File: config.mk
export PLATFORM = sky130hd
export DESIGN_NAME = bb2rgb_div
export DESIGN_NICKNAME = d
export VERILOG_FILES = /design/src/design/bb2rgb_div.sv
export VERILOG_INCLUDE_DIRS = /design/src /design/src/design
export SDC_FILE = /design/constraint.sdc
export NUM_CORES = 2
export LEC_CHECK = 0
export BUFFER_PORTS_ARGS = -buffer_cell sky130_fd_sc_hd__buf_4
export CORE_MARGIN = 1
export CORE_UTILIZATION = 55
export CTS_BUF_LIST = sky130_fd_sc_hd__clkbuf_8
export DETAILED_ROUTE_END_ITERATION = 6
export PLACE_DENSITY = 0.71
export SLEW_MARGIN = 20
export SYNTH_ARGS = -nofsm -noshare
export SYNTH_HDL_FRONTEND = slang
export SYNTH_SLANG_ARGS = --single-unit
File: constraint.sdc
create_clock -name clk -period 3.5 [get_ports clk]
set_input_delay 0.7 -clock clk [delete_from_list [all_inputs] [get_ports clk]]
set_output_delay 0.7 -clock clk [all_outputs]
set_load 0.05 [all_outputs]
File: src/design/assert_macros.svh
// assertion macros shared by the blackbody color pipeline
// no dependencies; define ASSERT_OFF to compile the checks out
`ifndef ASSERT_MACROS_SVH
`define ASSERT_MACROS_SVH
`ifndef ASSERT_OFF
`define ASSERT_ALWAYS(lbl, clk, rst_n, expr, msg) \
  lbl: assert property (@(posedge clk) disable iff (!rst_n) (expr)) else $error(msg);
`define ASSERT_IMPLIES(lbl, clk, rst_n, ante, cons, msg) \
  lbl: assert property (@(posedge clk) disable iff (!rst_n) (ante) |-> (cons)) else $error(msg);
`else
`define ASSERT_ALWAYS(lbl, clk, rst_n, expr, msg)
`define ASSERT_IMPLIES(lbl, clk, rst_n, ante, cons, msg)
`endif
`endif

File: src/design/bb2rgb_div.sv
// pipelined restoring divider, one quotient bit per stage, with sideband
// depends on assert_macros.svh only; bb2rgb_pkg is not used
`include "assert_macros.svh"
module bb2rgb_div #(
  parameter int NUM_W = 38,
  parameter int DEN_W = 15,
  parameter int SIDE_W = 1
) (
  input  logic              clk,
  input  logic              rst_n,
  input  logic              in_vld,
  input  logic [NUM_W-1:0]  in_num,
  input  logic [DEN_W-1:0]  in_den,
  input  logic [SIDE_W-1:0] in_side,
  output logic              out_vld,
  output logic [NUM_W-1:0]  out_quo,
  output logic [SIDE_W-1:0] out_side
);

  logic              vld_r  [NUM_W];
  logic [DEN_W-1:0]  rem_r  [NUM_W];
  logic [NUM_W-1:0]  nq_r   [NUM_W];
  logic [DEN_W-1:0]  den_r  [NUM_W];
  logic [SIDE_W-1:0] side_r [NUM_W];

  for (genvar k = 0; k < NUM_W; k++) begin : g_stage
    logic              vld_p;
    logic [DEN_W-1:0]  rem_p;
    logic [NUM_W-1:0]  nq_p;
    logic [DEN_W-1:0]  den_p;
    logic [SIDE_W-1:0] side_p;
    logic [DEN_W:0]    trial;
    logic              ge;
    logic [DEN_W-1:0]  rem_nxt;
    logic [NUM_W-1:0]  nq_nxt;

    // stage input: module ports or previous stage
    if (k == 0) begin : g_first
      assign vld_p  = in_vld;
      assign rem_p  = '0;
      assign nq_p   = in_num;
      assign den_p  = in_den;
      assign side_p = in_side;
    end else begin : g_next
      assign vld_p  = vld_r[k-1];
      assign rem_p  = rem_r[k-1];
      assign nq_p   = nq_r[k-1];
      assign den_p  = den_r[k-1];
      assign side_p = side_r[k-1];
    end

    // bring down one numerator bit, subtract if it fits
    assign trial   = {rem_p, nq_p[NUM_W-1]};
    assign ge      = trial >= {1'b0, den_p};
    assign rem_nxt = ge ? DEN_W'(trial - {1'b0, den_p}) : trial[DEN_W-1:0];
    assign nq_nxt  = {nq_p[NUM_W-2:0], ge};

    always_ff @(posedge clk) begin
      if (!rst_n) begin
        vld_r[k] <= 1'b0;
      end else begin
        vld_r[k] <= vld_p;
      end
    end

    always_ff @(posedge clk) begin
      rem_r[k]  <= rem_nxt;
      nq_r[k]   <= nq_nxt;
      den_r[k]  <= den_p;
      side_r[k] <= side_p;
    end
  end

  assign out_vld  = vld_r[NUM_W-1];
  assign out_quo  = nq_r[NUM_W-1];
  assign out_side = side_r[NUM_W-1];

  `ASSERT_IMPLIES(a_rem_below_den, clk, rst_n, vld_r[NUM_W-1] && (den_r[NUM_W-1] != '0), rem_r[NUM_W-1] < den_r[NUM_W-1], "divider remainder not below divisor")

endmodule

==> results.md <==
- The worst setup path is launched from a flop.
- The final critical-path setup slack is 0.323 ns.
- Of the post-synthesis cell area, the dominant cell type holds 0.611.
- The hold violation total from the final report came to 0.
- The maximum clock insertion buffer count is 4.
- The most used flip-flop cell after synthesis is dfxtp_1.
- The max-capacitance violation count is 0.
- The worst setup path is captured at a flop.
- For the final database, setup skew stands at 0.0742 ns.
- Setup repair after global routing left no endpoint under its margin.
- The tightest min-delay check is of the flop to flop type.
- The signal on the critical path passes through ha_1 -> fa_1 -> nor2b_1 -> o21ai_0 -> a31oi_1 -> a211oi_1 -> o21ai_0 -> a31oi_1 -> o21ai_2 -> mux2_2.
- The worst ir drop on vdd is 0.000653 V.
- The CTS tree is done.
- Counting flops with an async set or reset pin after synthesis yields a share of 0.
- The final layout net count is 8,711.
- The final period demand of the worst path is 3.18 ns.
- The clock slew at the register clock pins of the worst setup and hold paths is 0.06 ns.
- The first global-routing pass estimated 246,000 um of wire.
- The final-report setup violation count is 0.
- The maximum net fanout on the critical path is 15.
- The growth of design area from synthesis to finish is 14.2%.
- The commonest non-fill, non-tap cell in the layout is dfxtp_1.
- CTS built an H-tree with a depth of 5.
- Before CTS, the worst setup slack after placement is 0.379 ns.
- The post-CTS setup buffer count is 0.
- The overall power after layout is 90.9 mW.
- For this run, the total global-route usage over all layers was measured as 0.186.
- The remaining number of nets flagged by the antenna check after routing is 0.
- Ranked by total cell area, the synthesized netlist is headed by dfxtp_1, ha_1, inv_1, mux2_2, o21ai_0.
- In this run the tightest slew margin relative to its limit is 0.386.
- The insertion delay to the later sink of the worst-skew pair is 1.04 ns.
- The flow ran to the end, and the final reports show no timing, DRC or antenna violations.
- Summed over all layers, the global routing overflow is 0.
- The core region is 155,000 um2.
- The floorplan die width is 398 um.
- The average routed wire per standard cell is 14.0 um.
- The clock sink total is 2,630.
- The synthesized design contains 0 enable-type register cells.
- Detailed placement ended at an HPWL of 104,000 um.
- The root buffer selected by CTS is clkbuf_8.
- The largest single stage delay on the critical path is 0.56 ns.
- In this run, distinct cell masters in the synthesized netlist total 92.
- The number of primary I/O pins is 97.
- The area of the multi-input gates is 30,200 um2.
- The data arrival time of the critical path is 4.06 ns.
- The filler cell count in the final layout is 12.2k.
- A synthesized cell averages 11.4 um2.
- The initial antenna violation count is 4.
- The gate count of the mapped netlist is 7,559.
- Power spread over the standard cell area amounts to 924 nW/um2.
- Row generation in the floorplan step produced 144 rows.
- The top cell types in the final layout, fill and taps aside, are dfxtp_1, inv_1, ha_1.
- Entering global routing, the biggest net connects 39 pins.
- The post-cts resize count is 0.
- The leakage component of the power is 45.3 nW.
- Of the available clock period, the critical path in the final layout requires 0.908.
- The via count of the first global-routing pass is 52.2k.
- The share of layout cells above drive strength 1 is 0.127.
- Wires add up to 146,000 um.
- The vertical die dimension is 398 um.
- The congestion estimate from routability-driven global placement came to 0.910.
- The final total negative setup slack is 0 ns.
- The first detailed-routing pass took 6 iterations.
- The largest total area in the synthesized netlist belongs to dfxtp_1.
- For this run, the register share of the synthesized area comes to 0.611.
- For this run, global-route usage on met2 was measured as 0.309.
- The startpoint-to-endpoint class of the critical path is flop to flop.
- For this run, design rule violations remaining after detail routing come to 0.
- The met3 capacity usage during global routing is 0.0386.
- The final core utilization is 0.636.
- The worst hold slack after final layout is 0.277 ns.
- The max-slew violation count is 0.
- For this block, the initial DRC count from the detailed router was 2,694.
- The slew at the pin closest to its max-slew limit is 0.921 ns.
- For this configuration, the core starts out at a cell density of 0.557.
- The required time of the critical path is 4.38 ns.
- Counting every net in the synthesized netlist gives 8,209.
- The total clock buffers created by CTS is 404.
- The layer flagged by global routing as most heavily used is met2.
- The detailed router placed 51.5k vias in this run.
- The post-synthesis instance area is 86,200 um2.
- The via count normalized by instance count is 4.95.
- The sequential cell area in the final layout is 52,700 um2.
- For this run, the number of Yosys warnings is 0.
- For this run, global-route usage on met1 was measured as 0.235.
- The count of input and output buffers is 96.
- The number of storage elements in the synthesis netlist is 2,630.
- The slowest cell on the critical path is o21ai_2.
- The die area is 158,000 um2.
- The highest clock frequency the design can meet is 315 MHz.
[state kept, by name (all words and copies together) (netlist names)]
| name | count |
|---|---|
| rem_r | 555 |
| side_r | 38 |
| nq_r | 1444 |
| den_r | 555 |
| vld_r | 38 |
[layout make-up]
cell class	count	area share
sequential	2630	0.535
multi-input combinational	4069	0.307
clock buffer	512	0.0716
inverter	765	0.0292
tap	2044	0.0260
timing repair buffer	191	0.0162
clock inverter	190	0.0143
antenna	6	0.000153
[routing by layer]
layer | vias up | share of wire | routed length (um)
met5 | - | 0.000089 | 13
met4 | 2 | 0.033 | 4750
met3 | 378 | 0.044 | 6360
met2 | 1047 | 0.46 | 67600
met1 | 23500 | 0.46 | 67400
li1 | 26500 | - | -
[final timing paths]
check	from	to	slack (ns)	cells past startpoint
setup / recovery	den_r[26][0]$_DFF_P_	rem_r[3][47]$_DFF_P_	0.32	10
hold / removal	nq_r[18][8]$_DFF_P_	nq_r[19][9]$_DFF_P_	0.28	0
setup reg to reg	den_r[26][0]$_DFF_P_	rem_r[3][47]$_DFF_P_	0.32	10
hold reg to reg	nq_r[18][8]$_DFF_P_	nq_r[19][9]$_DFF_P_	0.28	0
[synthesized netlist by cell type, types with 39 or more instances]
cell type,count
a31oi_1,68
o31ai_1,45
ha_1,557
a211oi_1,47
nand3_1,79
nand2_1,414
a21boi_0,39
dfxtp_1,2630
nor3_1,64
mux2i_1,52
a21o_1,139
nand2b_1,68
mux2_2,214
o21ai_0,423
xnor2_1,228
nand4_1,66
o21bai_1,44
nor2b_1,110
nor2_1,298
o21a_1,118
a21oi_1,369
inv_1,765
xor2_1,168
and2_1,64
clkbuf_1,51
[power by group]
| group | switching, mW | total (mW) | internal (mW) | leakage (nW) |
|---|---|---|---|---|
| Clock | 10.9 | 25.6 | 14.7 | 4.77 |
| Sequential | 2.56 | 38.4 | 35.8 | 22.0 |
| Combinational | 14.3 | 26.8 | 12.5 | 18.6 |
| Total | 27.8 | 90.9 | 63.1 | 45.3 |
[critical path, delay by kind of cell, from the launching register on]
family / cells / cell delay [ns]
AND/OR/NAND/NOR: 1 / 0.12
multiplexers: 1 / 0.41
adder cells (fa/ha/maj): 2 / 0.65
AO/OA/AOI/OAI: 6 / 1.50
flip-flops: 1 / 0.37
[kinds of logic (layout without fill, tap and decap cells)]
kind of cell,Yosys count,after routing,share of synthesized area
AOI/OAI and AO/OA,1501,1501,0.110
xor gates and xnor gates,396,396,0.0403
adders and majority gates,593,593,0.0892
buffers and inverters,860,1658,0.0389
DFF,2630,2630,0.611
muxes,291,291,0.0383
other,0,6,0
and+or+nand+nor,1288,1288,0.0720
[stage by stage]
stage / instances / area [um2]
floorplan: 7559 / 86200
global placement: 9642 / 89300
detailed placement: 9642 / 89300
CTS: 10400 / 98400
global route: 10400 / 98400
finish: 10400 / 98400
[timing repair]
action                                  4_1_cts  5_1_grt
endpoints found under the hold margin        91        0
endpoints found under the setup margin        0        0
hold buffers                                 57        0
No activity file was read; power rests on OpenSTA's default activity.
